$ cat src/rtl/avlw_pkg.sv
// Shared types, codes and constants for the ADC voltage LCD writer.
// No dependencies; every other file in rtl uses it by scoped names.
package avlw_pkg;

  localparam int SAMPLE_BITS = 10;
  localparam int VOLT_BITS   = SAMPLE_BITS - 1;  // hundredths of a volt

  localparam int HOLD_BITS   = 17;
  localparam int IDX_BITS    = 4;

  // request kinds
  localparam logic KIND_INIT   = 1'b0;
  localparam logic KIND_SAMPLE = 1'b1;

  // work codes passed from front to back
  localparam logic [1:0] OP_INIT = 2'd0;
  localparam logic [1:0] OP_HOME = 2'd1;
  localparam logic [1:0] OP_SHOW = 2'd2;

  // display commands and characters
  localparam logic [3:0] WAKE_NIBBLE  = 4'h3;
  localparam logic [3:0] BUS4_NIBBLE  = 4'h2;
  localparam logic [7:0] LCD_FUNC_SET = 8'h28;
  localparam logic [7:0] LCD_DISP_ON  = 8'h0C;
  localparam logic [7:0] LCD_CLEAR    = 8'h01;
  localparam logic [7:0] LCD_ENTRY    = 8'h06;
  localparam logic [7:0] LCD_HOME     = 8'h02;
  localparam logic [7:0] CHAR_ZERO    = 8'h30;
  localparam logic [7:0] CHAR_POINT   = 8'h2E;

  // hold times in microseconds
  localparam logic [HOLD_BITS-1:0] HOLD_NONE       = 17'd0;
  localparam logic [HOLD_BITS-1:0] HOLD_CMD        = 17'd250;
  localparam logic [HOLD_BITS-1:0] HOLD_CLEAR_INIT = 17'd5250;
  localparam logic [HOLD_BITS-1:0] HOLD_SETTLE     = 17'd100250;
  localparam logic [HOLD_BITS-1:0] HOLD_CLEAR      = 17'd5500;
  localparam logic [HOLD_BITS-1:0] HOLD_HOME       = 17'd1780;

  // final transfer index of each sequence
  localparam logic [IDX_BITS-1:0] INIT_LAST = 4'd13;
  localparam logic [IDX_BITS-1:0] HOME_LAST = 4'd1;
  localparam logic [IDX_BITS-1:0] SHOW_LAST = 4'd9;
  localparam logic [IDX_BITS-1:0] INIT_NIBBLES = 4'd4;

  typedef struct packed {
    logic       kind;
    logic [9:0] sample;
  } in_item_t;

  typedef struct packed {
    logic                 reg_select;
    logic [3:0]           nibble;
    logic [HOLD_BITS-1:0] hold_us;
    logic                 last;
  } out_item_t;

  // one queued piece of work
  typedef struct packed {
    logic [1:0] op;
    logic [7:0] hund_char;
    logic [3:0] tens;
    logic [3:0] ones;
  } work_t;

endpackage

$ cat src/rtl/avlw_front.sv
// Front end: accepts requests, classifies them against the stored sample
// and works out the three display digits. Uses avlw_pkg.
module avlw_front (
  input  logic               clk,
  input  logic               rst,
  input  logic               cmd_valid,
  output logic               cmd_ready,
  input  avlw_pkg::in_item_t cmd,
  output logic               push_valid,
  input  logic               push_ready,
  output avlw_pkg::work_t    push_data
);

  localparam int SB = avlw_pkg::SAMPLE_BITS;
  localparam int VB = avlw_pkg::VOLT_BITS;

  logic [SB-1:0] s;
  logic [SB-1:0] previous_sample;
  logic          accept;
  logic [1:0]    op_in;
  logic [SB+6:0] volt_prod;
  logic [VB+12:0] quot_prod;
  logic [VB-1:0] hund_scaled;

  logic          s1_valid, s2_valid, s3_valid;
  logic [1:0]    s1_op, s2_op, s3_op;
  logic [VB-1:0] s1_v, s2_v, s2_q, s3_q;
  logic [6:0]    s3_rem;
  logic          en1, en2, en3;
  logic [7:0]    split;

  function automatic logic [7:0] split_rem(logic [6:0] r);
    logic [3:0] t;
    logic [6:0] base;
    t = '0;
    for (int i = 1; i < 10; i++) begin
      if (r >= 7'(i * 10)) t = 4'(i);
    end
    base = 7'({3'b000, t} * 7'd10);
    return {t, 4'(r - base)};
  endfunction

  assign s = SB'(cmd.sample);

  assign en3 = !s3_valid || push_ready;
  assign en2 = !s2_valid || en3;
  assign en1 = !s1_valid || en2;
  assign cmd_ready = en1 && !rst;
  assign accept = cmd_valid && cmd_ready;

  always_comb begin
    if (cmd.kind == avlw_pkg::KIND_INIT)  op_in = avlw_pkg::OP_INIT;
    else if (s == previous_sample)        op_in = avlw_pkg::OP_HOME;
    else                                  op_in = avlw_pkg::OP_SHOW;
  end

  // sample*500/1024 = sample*125/256; then /100 by reciprocal 5243/2^19
  assign volt_prod   = {7'b0, s} * (SB + 7)'(125);
  assign quot_prod   = {13'b0, s1_v} * (VB + 13)'(5243);
  assign hund_scaled = VB'(s2_q * VB'(100));

  always_ff @(posedge clk) begin
    if (rst) begin
      previous_sample <= '0;
      s1_valid <= 1'b0;
      s2_valid <= 1'b0;
      s3_valid <= 1'b0;
    end else begin
      if (accept) begin
        unique case (op_in)
          avlw_pkg::OP_INIT: previous_sample <= '0;
          avlw_pkg::OP_SHOW: previous_sample <= s;
          default: ;
        endcase
      end
      if (en1) s1_valid <= accept;
      if (en2) s2_valid <= s1_valid;
      if (en3) s3_valid <= s2_valid;
    end
  end

  always_ff @(posedge clk) begin
    if (en1) begin
      s1_op <= op_in;
      s1_v  <= VB'(volt_prod >> 8);
    end
    if (en2) begin
      s2_op <= s1_op;
      s2_v  <= s1_v;
      s2_q  <= VB'(quot_prod >> 19);
    end
    if (en3) begin
      s3_op  <= s2_op;
      s3_q   <= s2_q;
      s3_rem <= 7'(s2_v - hund_scaled);
    end
  end

  assign split      = split_rem(s3_rem);
  assign push_valid = s3_valid;
  always_comb begin
    push_data.op        = s3_op;
    push_data.hund_char = 8'(avlw_pkg::CHAR_ZERO + 8'(s3_q));
    push_data.tens      = split[7:4];
    push_data.ones      = split[3:0];
  end

  a_init_clears: assert property (@(posedge clk) disable iff (rst)
    (accept && cmd.kind == avlw_pkg::KIND_INIT) |=> previous_sample == '0)
    else $error("initialise request left a stored sample");

  a_sample_kept: assert property (@(posedge clk) disable iff (rst)
    (accept && cmd.kind == avlw_pkg::KIND_SAMPLE) |=> previous_sample == $past(s))
    else $error("stored sample does not follow the last sample request");

  a_pipe_hold: assert property (@(posedge clk) disable iff (rst)
    (s3_valid && !push_ready) |=> s3_valid && $stable(s3_op) && $stable(s3_rem))
    else $error("front result changed while the queue was full");

endmodule

$ cat src/rtl/avlw_queue.sv
// Two-entry queue of work records between front and back ends.
// Uses avlw_pkg for the record type.
module avlw_queue (
  input  logic            clk,
  input  logic            rst,
  input  logic            push_valid,
  output logic            push_ready,
  input  avlw_pkg::work_t push_data,
  output logic            pop_valid,
  input  logic            pop_ready,
  output avlw_pkg::work_t pop_data
);

  avlw_pkg::work_t slots [2];
  logic       wr_ptr, rd_ptr;
  logic [1:0] count;
  logic       push, pop;

  assign push_ready = count != 2'd2;
  assign pop_valid  = count != 2'd0;
  assign push = push_valid && push_ready;
  assign pop  = pop_valid && pop_ready;
  assign pop_data = slots[rd_ptr];

  always_ff @(posedge clk) begin
    if (rst) begin
      wr_ptr <= 1'b0;
      rd_ptr <= 1'b0;
      count  <= 2'd0;
    end else begin
      if (push) wr_ptr <= !wr_ptr;
      if (pop)  rd_ptr <= !rd_ptr;
      count <= 2'(count + {1'b0, push} - {1'b0, pop});
    end
  end

  always_ff @(posedge clk) begin
    if (push) slots[wr_ptr] <= push_data;
  end

  a_count_max: assert property (@(posedge clk) disable iff (rst) count <= 2'd2)
    else $error("queue count overflow");

  a_count_up: assert property (@(posedge clk) disable iff (rst)
    (push && !pop) |=> count == 2'($past(count) + 2'd1))
    else $error("queue count missed a push");

  a_ptr_gap: assert property (@(posedge clk) disable iff (rst)
    (count == 2'd0 || count == 2'd2) |-> wr_ptr == rd_ptr)
    else $error("queue pointers disagree with count");

endmodule

$ cat src/rtl/avlw_back.sv
// Back end: steps through the transfer sequence of the record at the queue
// head and presents one nibble transfer a cycle while the receiver is ready. Uses avlw_pkg.
module avlw_back (
  input  logic                clk,
  input  logic                rst,
  input  logic                pop_valid,
  output logic                pop_ready,
  input  avlw_pkg::work_t     pop_data,
  output logic                xfer_valid,
  input  logic                xfer_ready,
  output avlw_pkg::out_item_t xfer
);

  logic [avlw_pkg::IDX_BITS-1:0]  idx;
  logic                           load;
  logic [7:0]                     byte_v;
  logic [avlw_pkg::HOLD_BITS-1:0] hold_b;
  logic                           rs;
  logic                           direct;
  logic [3:0]                     direct_nib;
  logic                           at_last;
  avlw_pkg::out_item_t            gen;

  always_comb begin
    byte_v     = avlw_pkg::LCD_HOME;
    hold_b     = avlw_pkg::HOLD_CMD;
    rs         = 1'b0;
    direct     = 1'b0;
    direct_nib = avlw_pkg::WAKE_NIBBLE;
    at_last    = 1'b1;
    unique case (pop_data.op)
      avlw_pkg::OP_INIT: begin
        at_last = idx == avlw_pkg::INIT_LAST;
        if (idx < avlw_pkg::INIT_NIBBLES) begin
          // wake-up: three 8-bit-mode nibbles, then the switch to 4 bits
          direct     = 1'b1;
          direct_nib = (idx == 4'(avlw_pkg::INIT_NIBBLES - 4'd1)) ?
                       avlw_pkg::BUS4_NIBBLE : avlw_pkg::WAKE_NIBBLE;
        end else begin
          case (idx[3:1])
            3'd2:    byte_v = avlw_pkg::LCD_FUNC_SET;
            3'd3:    byte_v = avlw_pkg::LCD_DISP_ON;
            3'd4: begin
              byte_v = avlw_pkg::LCD_CLEAR;
              hold_b = avlw_pkg::HOLD_CLEAR_INIT;
            end
            3'd5: begin
              byte_v = avlw_pkg::LCD_ENTRY;
              hold_b = avlw_pkg::HOLD_SETTLE;
            end
            default: begin
              byte_v = avlw_pkg::LCD_CLEAR;
              hold_b = avlw_pkg::HOLD_CLEAR;
            end
          endcase
        end
      end
      avlw_pkg::OP_HOME: begin
        at_last = idx == avlw_pkg::HOME_LAST;
        byte_v  = avlw_pkg::LCD_HOME;
        hold_b  = avlw_pkg::HOLD_HOME;
      end
      avlw_pkg::OP_SHOW: begin
        at_last = idx == avlw_pkg::SHOW_LAST;
        rs      = idx[3:1] != 3'd0;
        case (idx[3:1])
          3'd0: begin
            byte_v = avlw_pkg::LCD_CLEAR;
            hold_b = avlw_pkg::HOLD_CLEAR;
          end
          3'd1:    byte_v = pop_data.hund_char;
          3'd2:    byte_v = avlw_pkg::CHAR_POINT;
          3'd3:    byte_v = {avlw_pkg::CHAR_ZERO[7:4], pop_data.tens};
          default: byte_v = {avlw_pkg::CHAR_ZERO[7:4], pop_data.ones};
        endcase
      end
      default: ;
    endcase

    gen.reg_select = rs;
    gen.last       = at_last;
    if (direct) begin
      gen.nibble  = direct_nib;
      gen.hold_us = hold_b;
    end else begin
      // high half first; hold only after the low half
      gen.nibble  = idx[0] ? byte_v[3:0] : byte_v[7:4];
      gen.hold_us = idx[0] ? hold_b : avlw_pkg::HOLD_NONE;
    end
  end

  assign load      = pop_valid && (!xfer_valid || xfer_ready);
  assign pop_ready = load && at_last;

  always_ff @(posedge clk) begin
    if (rst) begin
      idx        <= '0;
      xfer_valid <= 1'b0;
    end else if (load) begin
      xfer_valid <= 1'b1;
      idx        <= at_last ? '0 : 4'(idx + 4'd1);
    end else if (xfer_ready) begin
      xfer_valid <= 1'b0;
    end
  end

  always_ff @(posedge clk) begin
    if (load) xfer <= gen;
  end

  a_idx_bound: assert property (@(posedge clk) disable iff (rst)
    pop_valid |-> idx <= avlw_pkg::INIT_LAST)
    else $error("sequence index ran past the longest sequence");

  a_home_len: assert property (@(posedge clk) disable iff (rst)
    (pop_valid && pop_data.op == avlw_pkg::OP_HOME) |-> idx <= avlw_pkg::HOME_LAST)
    else $error("return-home sequence too long");

  a_pop_last: assert property (@(posedge clk) disable iff (rst)
    pop_ready |=> xfer_valid && xfer.last && idx == '0)
    else $error("queue entry retired without a final transfer");

  a_idle_idx: assert property (@(posedge clk) disable iff (rst)
    !pop_valid |-> idx == '0)
    else $error("sequence index left mid-way with the queue empty");

endmodule

$ cat src/rtl/adc_voltage_lcd_writer.sv
// ADC voltage LCD writer, top level: front end, two-entry queue, back end.
// Uses avlw_pkg, avlw_front, avlw_queue and avlw_back.
//
// Turns requests into nibble transfers for a 4-bit character LCD. An
// initialise request gives 14 transfers and clears the stored sample; a
// sample equal to the stored one gives 2 (return home); any other sample
// gives 10 (clear, then the voltage as d.dd). The back end presents one
// transfer per cycle from its output register while the receiver is ready,
// and a request already queued follows the one before it with no gap.
// A request passes the three digit pipeline stages before it reaches the
// queue; the front keeps accepting while the back is busy, until the
// two-entry queue and the three pipeline stages are full.
module adc_voltage_lcd_writer (
  input  logic                clk,
  input  logic                rst,
  input  logic                cmd_valid,
  output logic                cmd_ready,
  input  avlw_pkg::in_item_t  cmd,
  output logic                xfer_valid,
  input  logic                xfer_ready,
  output avlw_pkg::out_item_t xfer
);

  logic            push_valid, push_ready;
  logic            pop_valid, pop_ready;
  avlw_pkg::work_t push_data, pop_data;

  avlw_front u_front (
    .clk        (clk),
    .rst        (rst),
    .cmd_valid  (cmd_valid),
    .cmd_ready  (cmd_ready),
    .cmd        (cmd),
    .push_valid (push_valid),
    .push_ready (push_ready),
    .push_data  (push_data)
  );

  avlw_queue u_queue (
    .clk        (clk),
    .rst        (rst),
    .push_valid (push_valid),
    .push_ready (push_ready),
    .push_data  (push_data),
    .pop_valid  (pop_valid),
    .pop_ready  (pop_ready),
    .pop_data   (pop_data)
  );

  avlw_back u_back (
    .clk        (clk),
    .rst        (rst),
    .pop_valid  (pop_valid),
    .pop_ready  (pop_ready),
    .pop_data   (pop_data),
    .xfer_valid (xfer_valid),
    .xfer_ready (xfer_ready),
    .xfer       (xfer)
  );

endmodule

$ cat config.mk
export PLATFORM = sky130hd
export DESIGN_NAME = adc_voltage_lcd_writer
export DESIGN_NICKNAME = d
export VERILOG_FILES = /design/src/rtl/avlw_pkg.sv /design/src/rtl/avlw_front.sv /design/src/rtl/avlw_queue.sv /design/src/rtl/avlw_back.sv /design/src/rtl/adc_voltage_lcd_writer.sv
export SDC_FILE = /design/constraint.sdc
export NUM_CORES = 1
export LEC_CHECK = 0
export ABC_AREA = 1
export BUFFER_PORTS_ARGS = -buffer_cell sky130_fd_sc_hd__buf_4
export CORE_MARGIN = 2
export CORE_UTILIZATION = 40
export CTS_BUF_LIST = sky130_fd_sc_hd__clkbuf_8
export DETAILED_ROUTE_END_ITERATION = 12
export PLACE_DENSITY_LB_ADDON = 0.15
export SKIP_LAST_GASP = 1
export SLEW_MARGIN = 10
export SYNTH_ARGS = -nofsm -noshare
export SYNTH_HDL_FRONTEND = slang
export SYNTH_SLANG_ARGS = --single-unit
$ cat constraint.sdc
create_clock -name clk -period 5.8 [get_ports clk]
set_input_delay 1.16 -clock clk [delete_from_list [all_inputs] [get_ports clk]]
set_output_delay 1.16 -clock clk [all_outputs]
set_load 0.01 [all_outputs]
==> flow_metrics.tcl <==
set metrics [dict create \
    port_buffers 35 \
    critPathMostFrequentCell "nand2_1" \
    ys_warn_count 0 \
    dr_wl_met2_mm 7.07 \
    timing.final.crit_share_pct 80.0 \
    ctsResizeCount 0 \
    postLayoutCellArea_mm2 0.00877 \
    setup_viol 0 \
    drive_gt1_share_pct 8.02 \
    synth_area_leaders "edfxtp_1 (29%), ha_1 (17%), fa_1 (14%), inv_1 (8.7%), nand2_1 (6.3%)" \
    htree_levels 3 \
    core_area_mm2 0.0196 \
    maxCapViolations 0 \
    die_h_um 146 \
    reg2reg_depth 17 \
    hold_viol 0 \
    relSlewSlack_pct 51.0 \
    rsz0062_at_grt "false" \
    cts_root_buf "clkbuf_8" \
    r2r-end "u_front.s2_q[2]" \
    synth_edf_count 78 \
    worst_pin_slew_ps 734 \
    ys_seq_elements 101 \
    grt_pass1_wl_mm 25.3 \
    path_buf_inv 4 \
    cts_tree "built" \
    ys.flop_type "edfxtp_1" \
    synth.avg_cell_area_um2 9.40 \
    status "complete, no violations" \
    start_util_pct 41.0 \
    grt_max_degree 21 \
    netlist_area_mm2 0.00803 \
    num_rows 51 \
    place_ws_ps 744 \
    crit_type "in -> reg" \
    wire_per_inst_um 12.6 \
    grt_pass1_vias 5327 \
    fin_util_pct 44.8 \
    grt_antenna_before_repair 0 \
    postCtsSetupRepairBufs 0 \
    routed-wl-met3_um 397 \
    setup_tns_ps 0 \
    hold_path_depth 0 \
    n_antenna_cell 0 \
    die-area_mm2 0.0212 \
    gp_congestion 0.821 \
    endpoint_kind "register" \
    num-fill-cells 1937 \
    crit_path_start_kind "primary input" \
    vias 5394 \
    fmax_mhz 216 \
    crit_required_ps 5960 \
    syn2layout_area_growth_pct 9.27 \
    hold_class "reg -> reg" \
    hold_path_end "u_front.s3_op[0]" \
    clk_latency_ps 380 \
    cp_max_fo 6 \
    grt_overflow 0 \
    ios 40 \
    skew_ps 16.2 \
    place_hpwl_mm 12.0 \
    clockBufferDepth 2 \
    crit_slowest_cell "fa_1" \
    ys_seq_area_share_pct 34.9 \
    final_antenna_net_count 0 \
    vias_per_cell 4.64 \
    numCtsBuffers 9 \
    fin_crit_ps 4640 \
    setup_ws_ps 1160 \
    min_from "u_front.s2_op[0]" \
    grtUsageTotal_pct 14.6 \
    die_w_um 146 \
    placed_cell_area_mm2 0.00858 \
    cts_sinks 101 \
    drc 0 \
    cts_hold_buffers 0 \
    wl_mm 14.7 \
    nets 1075 \
    maxUsedRoutingLayer "met4" \
    synthArstFlopShare_pct 0 \
    first_iter_violations 215 \
    netlist_instances 854 \
    critPathMaxStageDelay_ps 520 \
    synthTopCellsByCount "inv_1 (186), nand2_1 (134), ha_1 (109)" \
    clk_pin_slew_ps 100 \
    drv_slew 0 \
    reg2reg_slack_ps 1370 \
    synth_top_area_share_pct 29.2 \
    yosysMostFrequentCell "inv_1" \
    arrival_ps 4790 \
    reg2reg_from "u_front.s1_v[3]" \
    routedLengthMet1_mm 7.03 \
    firstDrtPassIters 4 \
    synth_cell_types 42 \
    critPathTopFamily "adder cells" \
    path_cells "buf_4, inv_1, fa_1, fa_1, fa_1, fa_1, inv_1, ha_1, inv_1, o21ai_0, a21oi_1, o211ai_2, nand2_1, nand2_1, nand2_1, nand2_1, nand2_1, nand2_1" \
    synth_top_area_cell "edfxtp_1" \
]
[registers in the layout, summed over array words and instances (netlist names), 2 cells and up, named ones only]
signal and count:
u_queue.count 2, u_front.s3_rem 7, u_front.s1_v 9, u_front.s2_q 3, u_front.previous_sample 10, u_front.s2_v 7
u_queue.slots 26, u_front.s3_op 2, u_back.idx 4, u_front.s1_op 2, u_front.s3_q 3, u_front.s2_op 2
u_back.xfer 17
[stage by stage]
step	hold slack, ps	std cells
4_1_cts	427	1163
3_5_place_dp	405	1147
5_1_grt	439	1163
6_report	422	1163
3_3_place_gp	402	1147
2_1_floorplan	400	857
[worst max-delay path by stage]
stage                start               to  cells after the start
floorplan           cmd[3]  u_front.s1_v[7]                     17
global placement    cmd[3]  u_front.s1_v[7]                     17
detailed placement  cmd[3]  u_front.s1_v[7]                     17
CTS                 cmd[3]  u_front.s1_v[7]                     17
global route        cmd[3]  u_front.s1_v[7]                     18
finish              cmd[3]  u_front.s1_v[7]                     18
[cell type report]
class	count	area, um2	area share [%]
Timing Repair Buffer	37	278	3.17
Clock buffer	9	124	1.41
Multi-Input combinational cell	553	4450	50.7
Clock inverter	7	72.6	0.827
Sequential cell	101	2800	31.9
Tap cell	265	332	3.78
Inverter	191	717	8.17
[placed cells by master (no fill, tap or decap), types with 7 or more instances in the layout]
cell type,n
inv_1,187
nand2_1,134
ha_1,109
edfxtp_1,78
fa_1,58
a21oi_1,56
nor2_1,52
buf_4,37
o21ai_0,27
nand3_1,24
dfxtp_1,23
xor2_1,15
xnor2_1,9
clkbuf_8,9
nor3_1,7
[cells by family after synthesis]
| logic type | synth area share [%] |
|---|---|
| AND/OR/NAND/NOR | 12.9 |
| buffers and inverters | 9.83 |
| adder cells (fa/ha/maj) | 31.5 |
| AO/OA/AOI/OAI | 7.96 |
| flip-flops | 34.9 |
| XOR/XNOR | 2.62 |
| multiplexers | 0.249 |
| other | 0.0467 |
[routing by layer]
layer	track usage, %	vias up
met5	0	-
met4	3.63	0
met3	2.85	9
met2	24.6	61
met1	19.4	2503
li1	-	2821
Power is left out: the tool's default activity adds up to more than one toggle a clock period on the data nets, which glitch-free logic cannot reach.
